## config.mk

```make
export PLATFORM = sky130hd
export DESIGN_NAME = clipped_rect_window_command_gen_top
export DESIGN_NICKNAME = d
export VERILOG_FILES = /design/src/hw/rtl/cwg_pkg.sv /design/src/hw/rtl/clipped_rect_window_command_gen_top.sv /design/src/hw/rtl/cwg_front.sv /design/src/hw/rtl/cwg_fifo.sv /design/src/hw/rtl/cwg_back.sv
export SDC_FILE = /design/constraint.sdc
export NUM_CORES = 1
export LEC_CHECK = 0
export BUFFER_PORTS_ARGS = -buffer_cell sky130_fd_sc_hd__buf_2
export CAP_MARGIN = 0
export CELL_PAD_IN_SITES_DETAIL_PLACEMENT = 1
export CELL_PAD_IN_SITES_GLOBAL_PLACEMENT = 1
export CORE_ASPECT_RATIO = 0.7
export CORE_MARGIN = 8
export CORE_UTILIZATION = 45
export DETAILED_ROUTE_END_ITERATION = 12
export GPL_ROUTABILITY_DRIVEN = 0
export PLACE_DENSITY = 0.75
export SKIP_LAST_GASP = 1
export SYNTH_ARGS = -nofsm -noshare
export SYNTH_HDL_FRONTEND = slang
export SYNTH_HIERARCHICAL = 1
export SYNTH_SLANG_ARGS = --single-unit
```

## constraint.sdc

```tcl
create_clock -name aclk -period 9.78 [get_ports aclk]
set_input_delay 1.467 -clock aclk [delete_from_list [all_inputs] [get_ports aclk]]
set_output_delay 1.467 -clock aclk [all_outputs]
set_load 0.01 [all_outputs]
```

## src/hw/rtl/cwg_pkg.sv

```systemverilog
`default_nettype none
// ----------------------------------------------------------------------------
// cwg_pkg: shared types and constants of the rectangle window command generator
// Holds the configuration bundle, the queued window descriptor, the result
// item kinds, the panel opcodes and the sequencer step codes.
// ----------------------------------------------------------------------------
package cwg_pkg;

    localparam int unsigned CFG_IDX_W = 3;

    localparam logic [CFG_IDX_W-1:0] REG_PANEL_WIDTH   = 3'd0;
    localparam logic [CFG_IDX_W-1:0] REG_PANEL_HEIGHT  = 3'd1;
    localparam logic [CFG_IDX_W-1:0] REG_COLUMN_OFFSET = 3'd2;
    localparam logic [CFG_IDX_W-1:0] REG_ROW_OFFSET    = 3'd3;

    localparam logic [7:0] RST_PANEL_WIDTH   = 8'd128;
    localparam logic [7:0] RST_PANEL_HEIGHT  = 8'd160;
    localparam logic [7:0] RST_COLUMN_OFFSET = 8'd0;
    localparam logic [7:0] RST_ROW_OFFSET    = 8'd0;

    localparam logic [7:0] OPC_COLUMN_SET = 8'h2A;
    localparam logic [7:0] OPC_ROW_SET    = 8'h2B;
    localparam logic [7:0] OPC_MEM_WRITE  = 8'h2C;

    typedef enum logic [1:0] {
        KIND_CMD  = 2'd0,
        KIND_DATA = 2'd1,
        KIND_FILL = 2'd2,
        KIND_BUF  = 2'd3
    } item_kind_t;

    typedef enum logic [3:0] {
        STEP_COL_CMD,
        STEP_COL_X0_HI,
        STEP_COL_X0,
        STEP_COL_X1_HI,
        STEP_COL_X1,
        STEP_ROW_CMD,
        STEP_ROW_Y0_HI,
        STEP_ROW_Y0,
        STEP_ROW_Y1_HI,
        STEP_ROW_Y1,
        STEP_MEM_WRITE,
        STEP_RUN
    } step_t;

    typedef struct packed {
        logic [7:0] panel_width;
        logic [7:0] panel_height;
        logic [7:0] column_offset;
        logic [7:0] row_offset;
    } cfg_t;

    // One clipped request, with the offsets already applied to the coordinates.
    typedef struct packed {
        logic        is_buf;
        logic [7:0]  x_first;
        logic [7:0]  x_last;
        logic [7:0]  y_first;
        logic [7:0]  y_last;
        logic [15:0] color;
        logic [15:0] count;
    } desc_t;

endpackage : cwg_pkg
`default_nettype wire

```

## src/hw/rtl/clipped_rect_window_command_gen_top.sv

```systemverilog
`default_nettype none
// ----------------------------------------------------------------------------
// clipped_rect_window_command_gen_top: clipped rectangle window command source
// Turns rectangle requests into panel address-window command streams.
// ----------------------------------------------------------------------------
// Each request is clipped against the configured panel size. A request whose
// start lies off the panel, or whose width or height is zero, produces no
// output and is absorbed without writing the queue. Any other request produces exactly
// twelve transfers on the m_ channel: column-set, 0, x0, 0, x1, row-set, 0,
// y0, 0, y1, memory-write, and one run item that carries the clipped pixel
// count and, for fill requests, the colour. Offsets are added to coordinates
// modulo 256. The front classifier accepts one request per cycle while the
// queue of FIFO_DEPTH descriptors has room; the back sequencer emits one
// transfer per cycle while the receiver is ready and loads the next descriptor
// as it issues the run item, so queued requests stream without gaps. An
// accepted request passes the queue, the descriptor register and the output
// register before its first transfer. The user must write the configuration
// registers through cfg_wr_en, cfg_index and cfg_wdata only while no request is
// in flight; the block does not enforce it. Indexes past the last register are ignored.
// ----------------------------------------------------------------------------
module clipped_rect_window_command_gen_top #(
    parameter int unsigned FIFO_DEPTH = 2
) (
    input  wire logic                          aclk,
    input  wire logic                          aresetn,
    input  wire logic                          cfg_wr_en,
    input  wire logic [cwg_pkg::CFG_IDX_W-1:0] cfg_index,
    input  wire logic [7:0]                    cfg_wdata,
    input  wire logic                          s_valid,
    output logic                               s_ready,
    input  wire logic                          s_req_type,
    input  wire logic [7:0]                    s_start_x,
    input  wire logic [7:0]                    s_start_y,
    input  wire logic [7:0]                    s_rect_width,
    input  wire logic [7:0]                    s_rect_height,
    input  wire logic [15:0]                   s_fill_color,
    output logic                               m_valid,
    input  wire logic                          m_ready,
    output logic [1:0]                         m_item_kind,
    output logic [7:0]                         m_byte_value,
    output logic [15:0]                        m_run_color,
    output logic [15:0]                        m_pixel_count,
    output logic                               m_last_item
);

    cwg_pkg::cfg_t  cfg_reg;
    cwg_pkg::desc_t front_desc;
    cwg_pkg::desc_t q_data;
    logic           keep;
    logic           q_full;
    logic           q_push;
    logic           q_pop;
    logic           q_not_empty;

    // Configuration registers.
    always_ff @(posedge aclk) begin
        if (!aresetn) begin
            cfg_reg.panel_width   <= cwg_pkg::RST_PANEL_WIDTH;
            cfg_reg.panel_height  <= cwg_pkg::RST_PANEL_HEIGHT;
            cfg_reg.column_offset <= cwg_pkg::RST_COLUMN_OFFSET;
            cfg_reg.row_offset    <= cwg_pkg::RST_ROW_OFFSET;
        end else if (cfg_wr_en) begin
            case (cfg_index)
                cwg_pkg::REG_PANEL_WIDTH:   cfg_reg.panel_width   <= cfg_wdata;
                cwg_pkg::REG_PANEL_HEIGHT:  cfg_reg.panel_height  <= cfg_wdata;
                cwg_pkg::REG_COLUMN_OFFSET: cfg_reg.column_offset <= cfg_wdata;
                cwg_pkg::REG_ROW_OFFSET:    cfg_reg.row_offset    <= cfg_wdata;
                default: cfg_reg <= cfg_reg;
            endcase
        end
    end

    // The front takes a request whenever the queue has room; dropped requests
    // complete their transfer without writing the queue.
    assign s_ready = !q_full;
    assign q_push  = s_valid && s_ready && keep;

    cwg_front u_front (
        .s_req_type    (s_req_type),
        .s_start_x     (s_start_x),
        .s_start_y     (s_start_y),
        .s_rect_width  (s_rect_width),
        .s_rect_height (s_rect_height),
        .s_fill_color  (s_fill_color),
        .cfg           (cfg_reg),
        .keep          (keep),
        .desc          (front_desc)
    );

    cwg_fifo #(
        .DEPTH (FIFO_DEPTH)
    ) u_fifo (
        .aclk      (aclk),
        .aresetn   (aresetn),
        .push      (q_push),
        .push_data (front_desc),
        .full      (q_full),
        .pop       (q_pop),
        .not_empty (q_not_empty),
        .pop_data  (q_data)
    );

    cwg_back u_back (
        .aclk          (aclk),
        .aresetn       (aresetn),
        .q_not_empty   (q_not_empty),
        .q_data        (q_data),
        .q_pop         (q_pop),
        .m_valid       (m_valid),
        .m_ready       (m_ready),
        .m_item_kind   (m_item_kind),
        .m_byte_value  (m_byte_value),
        .m_run_color   (m_run_color),
        .m_pixel_count (m_pixel_count),
        .m_last_item   (m_last_item)
    );

endmodule : clipped_rect_window_command_gen_top
`default_nettype wire

```

## src/hw/rtl/cwg_front.sv

```systemverilog
`default_nettype none
// ----------------------------------------------------------------------------
// cwg_front: request classifier and clipper
// Drops requests that start off the panel or are empty, clips the rest to the
// panel edge, applies the offsets and forms the pixel count.
// ----------------------------------------------------------------------------
module cwg_front (
    input  wire logic          s_req_type,
    input  wire logic [7:0]    s_start_x,
    input  wire logic [7:0]    s_start_y,
    input  wire logic [7:0]    s_rect_width,
    input  wire logic [7:0]    s_rect_height,
    input  wire logic [15:0]   s_fill_color,
    input  wire cwg_pkg::cfg_t cfg,
    output logic               keep,
    output cwg_pkg::desc_t     desc
);

    logic [8:0] x_sum;
    logic [8:0] y_sum;
    logic [7:0] w_clip;
    logic [7:0] h_clip;
    logic [7:0] x_end;
    logic [7:0] y_end;

    assign keep = (s_start_x < cfg.panel_width) && (s_start_y < cfg.panel_height)
                  && (s_rect_width != 8'd0) && (s_rect_height != 8'd0);

    assign x_sum = {1'b0, s_start_x} + {1'b0, s_rect_width} - 9'd1;
    assign y_sum = {1'b0, s_start_y} + {1'b0, s_rect_height} - 9'd1;

    always_comb begin
        if (x_sum >= {1'b0, cfg.panel_width}) begin
            w_clip = cfg.panel_width - s_start_x;
            x_end  = cfg.panel_width - 8'd1;
        end else begin
            w_clip = s_rect_width;
            x_end  = x_sum[7:0];
        end
        if (y_sum >= {1'b0, cfg.panel_height}) begin
            h_clip = cfg.panel_height - s_start_y;
            y_end  = cfg.panel_height - 8'd1;
        end else begin
            h_clip = s_rect_height;
            y_end  = y_sum[7:0];
        end
    end

    // Coordinate bytes wrap modulo 256 after the offset is added.
    always_comb begin
        desc.is_buf  = s_req_type;
        desc.x_first = s_start_x + cfg.column_offset;
        desc.x_last  = x_end + cfg.column_offset;
        desc.y_first = s_start_y + cfg.row_offset;
        desc.y_last  = y_end + cfg.row_offset;
        desc.color   = s_fill_color;
        desc.count   = {8'd0, w_clip} * {8'd0, h_clip};
    end

endmodule : cwg_front
`default_nettype wire

```

## src/hw/rtl/cwg_fifo.sv

```systemverilog
`default_nettype none
// ----------------------------------------------------------------------------
// cwg_fifo: descriptor queue
// A small first-in first-out queue of window descriptors between the
// classifier and the command sequencer.
// ----------------------------------------------------------------------------
module cwg_fifo #(
    parameter int unsigned DEPTH = 2
) (
    input  wire logic           aclk,
    input  wire logic           aresetn,
    input  wire logic           push,
    input  wire cwg_pkg::desc_t push_data,
    output logic                full,
    input  wire logic           pop,
    output logic                not_empty,
    output cwg_pkg::desc_t      pop_data
);

    localparam int unsigned PTR_W = (DEPTH > 1) ? $clog2(DEPTH) : 1;
    localparam int unsigned CNT_W = $clog2(DEPTH + 1);

    cwg_pkg::desc_t mem [DEPTH];

    logic [PTR_W-1:0] wr_ptr_reg, wr_ptr_next;
    logic [PTR_W-1:0] rd_ptr_reg, rd_ptr_next;
    logic [CNT_W-1:0] cnt_reg, cnt_next;

    assign full      = (cnt_reg == CNT_W'(DEPTH));
    assign not_empty = (cnt_reg != '0);
    assign pop_data  = mem[rd_ptr_reg];

    always_comb begin
        wr_ptr_next = wr_ptr_reg;
        rd_ptr_next = rd_ptr_reg;
        cnt_next    = cnt_reg;
        if (push) begin
            wr_ptr_next = (wr_ptr_reg == PTR_W'(DEPTH - 1)) ? '0 : wr_ptr_reg + 1'b1;
        end
        if (pop) begin
            rd_ptr_next = (rd_ptr_reg == PTR_W'(DEPTH - 1)) ? '0 : rd_ptr_reg + 1'b1;
        end
        if (push && !pop) begin
            cnt_next = cnt_reg + 1'b1;
        end else if (pop && !push) begin
            cnt_next = cnt_reg - 1'b1;
        end
    end

    always_ff @(posedge aclk) begin
        if (!aresetn) begin
            wr_ptr_reg <= '0;
            rd_ptr_reg <= '0;
            cnt_reg    <= '0;
        end else begin
            wr_ptr_reg <= wr_ptr_next;
            rd_ptr_reg <= rd_ptr_next;
            cnt_reg    <= cnt_next;
        end
    end

    always_ff @(posedge aclk) begin
        if (push) begin
            mem[wr_ptr_reg] <= push_data;
        end
    end

endmodule : cwg_fifo
`default_nettype wire

```

## src/hw/rtl/cwg_back.sv

```systemverilog
`default_nettype none
// ----------------------------------------------------------------------------
// cwg_back: command sequencer
// Steps through the eleven window bytes and the run item of one descriptor,
// one result per cycle while the output is not stalled, into a registered output stage.
// ----------------------------------------------------------------------------
module cwg_back (
    input  wire logic           aclk,
    input  wire logic           aresetn,
    input  wire logic           q_not_empty,
    input  wire cwg_pkg::desc_t q_data,
    output logic                q_pop,
    output logic                m_valid,
    input  wire logic           m_ready,
    output logic [1:0]          m_item_kind,
    output logic [7:0]          m_byte_value,
    output logic [15:0]         m_run_color,
    output logic [15:0]         m_pixel_count,
    output logic                m_last_item
);

    cwg_pkg::desc_t cur_reg;
    logic           active_reg, active_next;
    cwg_pkg::step_t step_reg, step_next;
    logic           adv;

    logic                   m_valid_reg, m_valid_next;
    cwg_pkg::item_kind_t    kind_next;
    logic [7:0]             byte_next;
    logic [15:0]            color_next;
    logic [15:0]            count_next;
    logic                   last_next;
    logic [1:0]             kind_reg;
    logic [7:0]             byte_reg;
    logic [15:0]            color_reg;
    logic [15:0]            count_reg;
    logic                   last_reg;

    // A step advances whenever the output stage is empty or being drained.
    assign adv   = active_reg && (!m_valid_reg || m_ready);
    // Load the next descriptor when idle or while issuing the run item.
    assign q_pop = q_not_empty && (!active_reg || (adv && step_reg == cwg_pkg::STEP_RUN));

    always_comb begin
        active_next = active_reg;
        step_next   = step_reg;
        if (adv) begin
            case (step_reg)
                cwg_pkg::STEP_COL_CMD:   step_next = cwg_pkg::STEP_COL_X0_HI;
                cwg_pkg::STEP_COL_X0_HI: step_next = cwg_pkg::STEP_COL_X0;
                cwg_pkg::STEP_COL_X0:    step_next = cwg_pkg::STEP_COL_X1_HI;
                cwg_pkg::STEP_COL_X1_HI: step_next = cwg_pkg::STEP_COL_X1;
                cwg_pkg::STEP_COL_X1:    step_next = cwg_pkg::STEP_ROW_CMD;
                cwg_pkg::STEP_ROW_CMD:   step_next = cwg_pkg::STEP_ROW_Y0_HI;
                cwg_pkg::STEP_ROW_Y0_HI: step_next = cwg_pkg::STEP_ROW_Y0;
                cwg_pkg::STEP_ROW_Y0:    step_next = cwg_pkg::STEP_ROW_Y1_HI;
                cwg_pkg::STEP_ROW_Y1_HI: step_next = cwg_pkg::STEP_ROW_Y1;
                cwg_pkg::STEP_ROW_Y1:    step_next = cwg_pkg::STEP_MEM_WRITE;
                cwg_pkg::STEP_MEM_WRITE: step_next = cwg_pkg::STEP_RUN;
                default: begin
                    step_next   = cwg_pkg::STEP_COL_CMD;
                    active_next = 1'b0;
                end
            endcase
        end
        if (q_pop) begin
            active_next = 1'b1;
            step_next   = cwg_pkg::STEP_COL_CMD;
        end
    end

    always_comb begin
        kind_next  = cwg_pkg::KIND_DATA;
        byte_next  = 8'd0;
        color_next = 16'd0;
        count_next = 16'd0;
        last_next  = 1'b0;
        case (step_reg)
            cwg_pkg::STEP_COL_CMD: begin
                kind_next = cwg_pkg::KIND_CMD;
                byte_next = cwg_pkg::OPC_COLUMN_SET;
            end
            cwg_pkg::STEP_COL_X0:    byte_next = cur_reg.x_first;
            cwg_pkg::STEP_COL_X1:    byte_next = cur_reg.x_last;
            cwg_pkg::STEP_ROW_CMD: begin
                kind_next = cwg_pkg::KIND_CMD;
                byte_next = cwg_pkg::OPC_ROW_SET;
            end
            cwg_pkg::STEP_ROW_Y0:    byte_next = cur_reg.y_first;
            cwg_pkg::STEP_ROW_Y1:    byte_next = cur_reg.y_last;
            cwg_pkg::STEP_MEM_WRITE: begin
                kind_next = cwg_pkg::KIND_CMD;
                byte_next = cwg_pkg::OPC_MEM_WRITE;
            end
            cwg_pkg::STEP_RUN: begin
                kind_next  = cur_reg.is_buf ? cwg_pkg::KIND_BUF : cwg_pkg::KIND_FILL;
                color_next = cur_reg.is_buf ? 16'd0 : cur_reg.color;
                count_next = cur_reg.count;
                last_next  = 1'b1;
            end
            default: byte_next = 8'd0;
        endcase
    end

    always_comb begin
        m_valid_next = m_valid_reg;
        if (adv) begin
            m_valid_next = 1'b1;
        end else if (m_ready) begin
            m_valid_next = 1'b0;
        end
    end

    always_ff @(posedge aclk) begin
        if (!aresetn) begin
            active_reg  <= 1'b0;
            step_reg    <= cwg_pkg::STEP_COL_CMD;
            m_valid_reg <= 1'b0;
        end else begin
            active_reg  <= active_next;
            step_reg    <= step_next;
            m_valid_reg <= m_valid_next;
        end
    end

    always_ff @(posedge aclk) begin
        if (q_pop) begin
            cur_reg <= q_data;
        end
        if (adv) begin
            kind_reg  <= kind_next;
            byte_reg  <= byte_next;
            color_reg <= color_next;
            count_reg <= count_next;
            last_reg  <= last_next;
        end
    end

    assign m_valid       = m_valid_reg;
    assign m_item_kind   = kind_reg;
    assign m_byte_value  = byte_reg;
    assign m_run_color   = color_reg;
    assign m_pixel_count = count_reg;
    assign m_last_item   = last_reg;

endmodule : cwg_back
`default_nettype wire

```

### After elaboration in Yosys (flattened, before gate mapping)

Memories as Yosys holds them, arrays and structs flattened. A register that Yosys moved wholly into a read port is not among the register bits.
Index checks and enable logic that the tools add are counted.

* add/subtract/negate cells: 16
* reduce and logical (&&, ||, !) cells: 34
* magnitude comparators: 4
* muxes and demuxes: 20
* $mul: 1
* eq/ne operators: 16
* bitwise operators: 2

Operators by type and width (number)
* $pmux W8 S7: 1
* $pmux W4 S11: 1
* $add A8 B8 Y8: 4
* $mux W8: 4
* $add A8 B8 Y9: 2
* $ge A9 B8 Y1: 2
* $sub A9 B1 Y9 const B: 2
* $eq A4 B3 Y1 const B: 4
* $eq A4 B4 Y1 const B: 4
* $lt A8 B8 Y1: 2
* $mul A8 B8 Y16: 1
* $reduce_bool A8 Y1: 2
* $sub A8 B1 Y8 const B: 2
* $sub A8 B8 Y8: 2
* $mux W1: 11
* $reduce_or A11 Y1: 1
* $logic_and A1 B1 Y1: 10
* $reduce_and A2 Y1: 5
* $eq A4 B2 Y1 const B: 2
* $reduce_bool A2 Y1: 4
* $eq A3 B2 Y1 const B: 2
* $logic_not A1 Y1: 5
* $eq A4 B1 Y1 const B: 1
* $logic_not A4 Y1: 1
* 13 further kinds: 18

* bits in writable memories: 130
* memories: 1
* output and inout bits: 45
* bits in registers: 85
* logic and storage cells: 109

Memory list
* u_fifo.mem: words 2, bits a word 65, rd ports 1, clocked after memory_dff 1, wr ports 1, RTL line cwg_fifo.sv:23 `cwg_pkg::desc_t mem [DEPTH];`

### Logic depth before layout (Yosys ltp)

* depth after elaboration: 9
* depth in mapped cells: 34
* depth with buffers taken out: 33

### Modules after synthesis

The synthesis kept the hierarchy.

By module, submodules not included
* cwg_front: instances 1, area an instance 5671.7 µm², seq. area each 0.0 µm², cells an instance 731
* cwg_fifo: instances 1, area an instance 4926.0 µm², seq. area each 4003.8 µm², cells an instance 224
* cwg_back: instances 1, area an instance 4226.6 µm², seq. area each 3333.2 µm², cells an instance 247
* clipped_rect_window_command_gen_top: instances 1, area an instance 1231.2 µm², seq. area each 640.6 µm², cells an instance 121

### Least setup slack after synthesis

Ideal clock, no wire load.

* kind: in2reg
* start: input s_start_x[1]
* end: memory u_fifo/mem[0][15] (netlist bit), data pin
* path slack: 1.029 ns
* library setup time: 0.264 ns
* arrival time: 8.487 ns
* stages: 32
* cell sequence: inv_1 ha_1 inv_1 ha_1 inv_1 fa_1 nor2b_1 o21a_1 o21ai_0 or4b_2 o311ai_0 ha_1 o221ai_1 nand4bb_1 buf_2 mux2_2 or2_1 fa_1 fa_1 inv_1 fa_1 inv_1 fa_1 inv_1 ha_1 o21a_1 o31a_1 o211ai_1 a21oi_1 a2111oi_0 a21oi_1 xnor2_1

RTL lines
* from (decl): RTL line clipped_rect_window_command_gen_top.sv:32 `input wire logic [7:0] s_start_x,`
* to (decl): RTL line cwg_fifo.sv:23

==> key figures <==
Status
  • Status: finished, final reports clean

Global routing
  • Initial antenna violation count: 1
  • Gr usage total: 18.3%
  • First-pass GRT wire length: 61500 um
  • Vias in the first global route: ~11000
  • GR Overflow Total: 0
  • Largest net degree at the start of global routing: 52

Pwr
  • Psw: between 0.002 and 0.0025 W
  • Logic gate share of total power: a little under half
  • Pint: 0.00366 W
  • Power density over the cells: between 300 and 400 nW/um^2
  • Sequential Power Share: about 33%
  • Sw Ratio: between 30% and 40%
  • Share of total power in the clock network: 19.3%
  • Lkg Pwr: 7.46 nW
  • Peak VDD IR: 308 uV

STA
  • Max frequency: approximately 110 MHz
  • Worst Skew: around 0.020 ns
  • RSZ-0062 raised after global routing: no
  • Shortest period the worst path allows: about 9 ns
  • Worst-margin pin slew: approximately 0.82 ns
  • Total count of hold-check failures in the final report: 0
  • Setup_tns: 0 ns
  • Endpoints failing setup: 0
  • Max_slew headroom: 45.2%
  • Final hold slack: ~0.50 ns
  • Fin crit share: approximately 90%
  • Final Max Slew Viols: 0

Worst setup path
  • Crit path DAT: around 9.3 ns
  • Slowest-stage cell, CP: a2111oi_4
  • CP Class: primary input to register
  • CP most frequent cell: inv_1
  • CP startpoint kind: primary input
  • Critical Path Fanout Max: 16
  • Buf/Inv on CP: 10
  • Max stage delay on crit path: between 0.6 and 0.7 ns
  • Setup crit end kind: register
  • Worst EP required: 10.10 ns
  • Crit path max-delay family: adder cells

CTS
  • Root Driver: clkbuf_16
  • CTS tree: yes
  • H-tree levels: 1
  • Cts bufs inserted: 28
  • Post-CTS Setup Bufs: 0
  • Sink Count: 280
  • Clock transition at path regs: about 0.070 ns
  • Post-cts gate resize count: 0
  • Clk_lat worst skew: between 0.5 and 0.6 ns
  • Hold_buf cts: 0
  • Clock buffer depth: 3

Cells and area
  • Max reg flops: 130
  • # diodes: 0
  • Multi-input gate area: approximately 7000 um^2
  • Fillers: 3787
  • Layout cell share with drive strength beyond 1: a little under a fifth
  • Final-stage net count: around 1700
  • Area growth, synth to finish: 12.1%
  • FF+latch area: between 7000 and 8000 um^2
  • Finished Core Util: 50.6%

Detailed routing
  • Routed WL: 39100 um
  • Pre-Repair DR Iteration Count: 5
  • Per-cell routed wire length: 20.2 um
  • Vias: around 10000
  • DRC Markers: 0
  • Initial DRC Count: 560
  • Antenna-violating nets left: 0
  • Drt via density: around 5.3

Yosys
  • Mux share of post-synthesis cell area: a little over 8%
  • Netlist cell types: 76
  • Mean area per synthesized cell: 12.1 um^2
  • Mapped Nets: roughly 1600
  • Yosys warns: 6
  • #FFs+latches synth: 280
  • Mapped cell area: 16100 um^2
  • Largest family of logic cells by synthesized area: adder cells
  • Compound-cell area share of the yosys netlist: about 7.0%
  • Adder-cell share of the synthesized area: 15.5%
  • Post-synthesis sequential area ratio: 49.7%
  • Syn Inst Count: around 1300
  • Post-Synth XOR/XNOR Area: under 10%
  • Ys flop type: edfxtp_1
  • Async set or reset register ratio after synthesis: 0%
  • Simple-gate share of the synthesized area: 9.62%
  • Post-synth EDFFs: 237

Die
  • Core Box Area: roughly 36000 um^2
  • I/O Pins: 110
  • Width of the die: between 200 and 250 um
  • Initial Util: 45.2%
  • Rows: 58
  • Die Footprint: roughly 42000 um^2
  • Die height: between 150 and 200 um

Flow run
  • Max Cap Viol: 0

Min path
  • Hold Crit Class: register to register

Placed design
  • HPWL Detailed: approximately 30000 um
  • Input/output buffers: 109
power groups by stage:
stage | registers, W | clock network, W | logic, W
finish | 0.00194 | 0.00113 | 0.00277
detailed placement | 0.00197 | 0 | 0.00277
floorplan | 0.00195 | 0 | 0.00204
CTS | 0.00195 | 0.00116 | 0.00281
global placement | 0.00196 | 0 | 0.00263
global route | 0.00197 | 0.00120 | 0.00313
routing by layer:
| layer | vias to the layer above | track usage [%] | wire (um) |
|---|---|---|---|
| li1 | 4862 | - | - |
| met4 | 0 | 3.23 | 512 |
| met1 | 5202 | 26.1 | 19000 |
| met2 | 207 | 29.1 | 17600 |
| met5 | - | 0 | 0 |
| met3 | 39 | 3.28 | 1910 |
logic make-up (layout without fill, tap and decap cells):
logic type,count (synthesis),in the layout
AND/OR/NAND/NOR,298,298
flip-flops,280,280
buffers and inverters,213,345
adder cells (fa/ha/maj),173,173
AO/OA/AOI/OAI,168,168
multiplexers,119,119
XOR/XNOR,72,72
stage by stage:
step	worst slack, ns	power [W]	instances	instance area (um^2)
finish	0.827	0.00584	1935	18000
detailed placement	0.326	0.00474	1884	17000
CTS	0.874	0.00592	1935	18000
floorplan	1.03	0.00399	1323	16100
global placement	0.565	0.00459	1884	17000
global route	0.268	0.00630	1935	18000
area by class of cell:
class                           instances  area share [%]
Timing Repair Buffer                  133            4.03
Inverter                              161            3.36
Clock inverter                         19            1.39
Tap cell                              480            3.34
Multi-Input combinational cell        830            39.6
Sequential cell                       280            44.3
Clock buffer                           32            3.98
cells in the mapped netlist (all sizes together), types with 4 or more instances:
cell       n  area share, %
a21oi     56            1.7
o21bai    10           0.47
or2       19           0.74
nor4       5           0.19
inv      161            3.8
or3        7           0.27
nor2b     29            1.1
o22ai      5           0.19
and2      22           0.87
clkbuf     7           0.17
xnor2     56            3.1
o2bb2ai    7           0.38
nand3      8           0.25
a22o       4           0.22
o21a       8           0.37
nor3      11           0.34
mux2      68            4.8
dfxtp     43            5.4
buf       45            2.2
nand2b     8           0.31
a21o      14           0.65
o221ai     4           0.22
nand2     56            1.3
nand4      8           0.31
xor2      16           0.87
o21ai     27           0.84
edfxtp   237             44
and3      21           0.82
ha       129             10
fa        44            5.5
nor2      90            2.2
mux2i     51            3.3
worst paths after layout:
| path | from | to | slack [ns] | cells after the start |
|---|---|---|---|---|
| worst min register to register | cfg_reg[8] | cfg_reg[8] | 0.50 | 2 |
| worst max register to register | cfg_reg[18] | u_fifo/mem[1][15] | 2.60 | 26 |
| worst min-delay path | cfg_reg[8] | cfg_reg[8] | 0.50 | 2 |
| worst max-delay path | s_start_y[1] | u_fifo/mem[1][15] | 0.83 | 33 |
cells in the final DEF (no fill, tap or decap), types with 10 or more instances in the layout:
cell,count
nand2_1,56
nor2b_1,27
inv_1,161
mux2_2,68
xnor2_1,56
fa_1,44
or2_1,14
a21o_1,14
buf_4,24
edfxtp_1,237
ha_1,129
and3_1,21
nor3_1,11
dfxtp_1,42
nor2_1,88
buf_2,109
mux2i_1,45
a21oi_1,56
and2_1,19
xor2_1,16
o21bai_1,10
clkbuf_16,28
o21ai_0,27
tightest hold or removal path, stage by stage, from the launching register on:
cell	delay (ns)
dfxtp_1	0.33
nand2_1	0.06
mux2i_1	0.06
No activity file was read; power rests on OpenSTA's default activity.
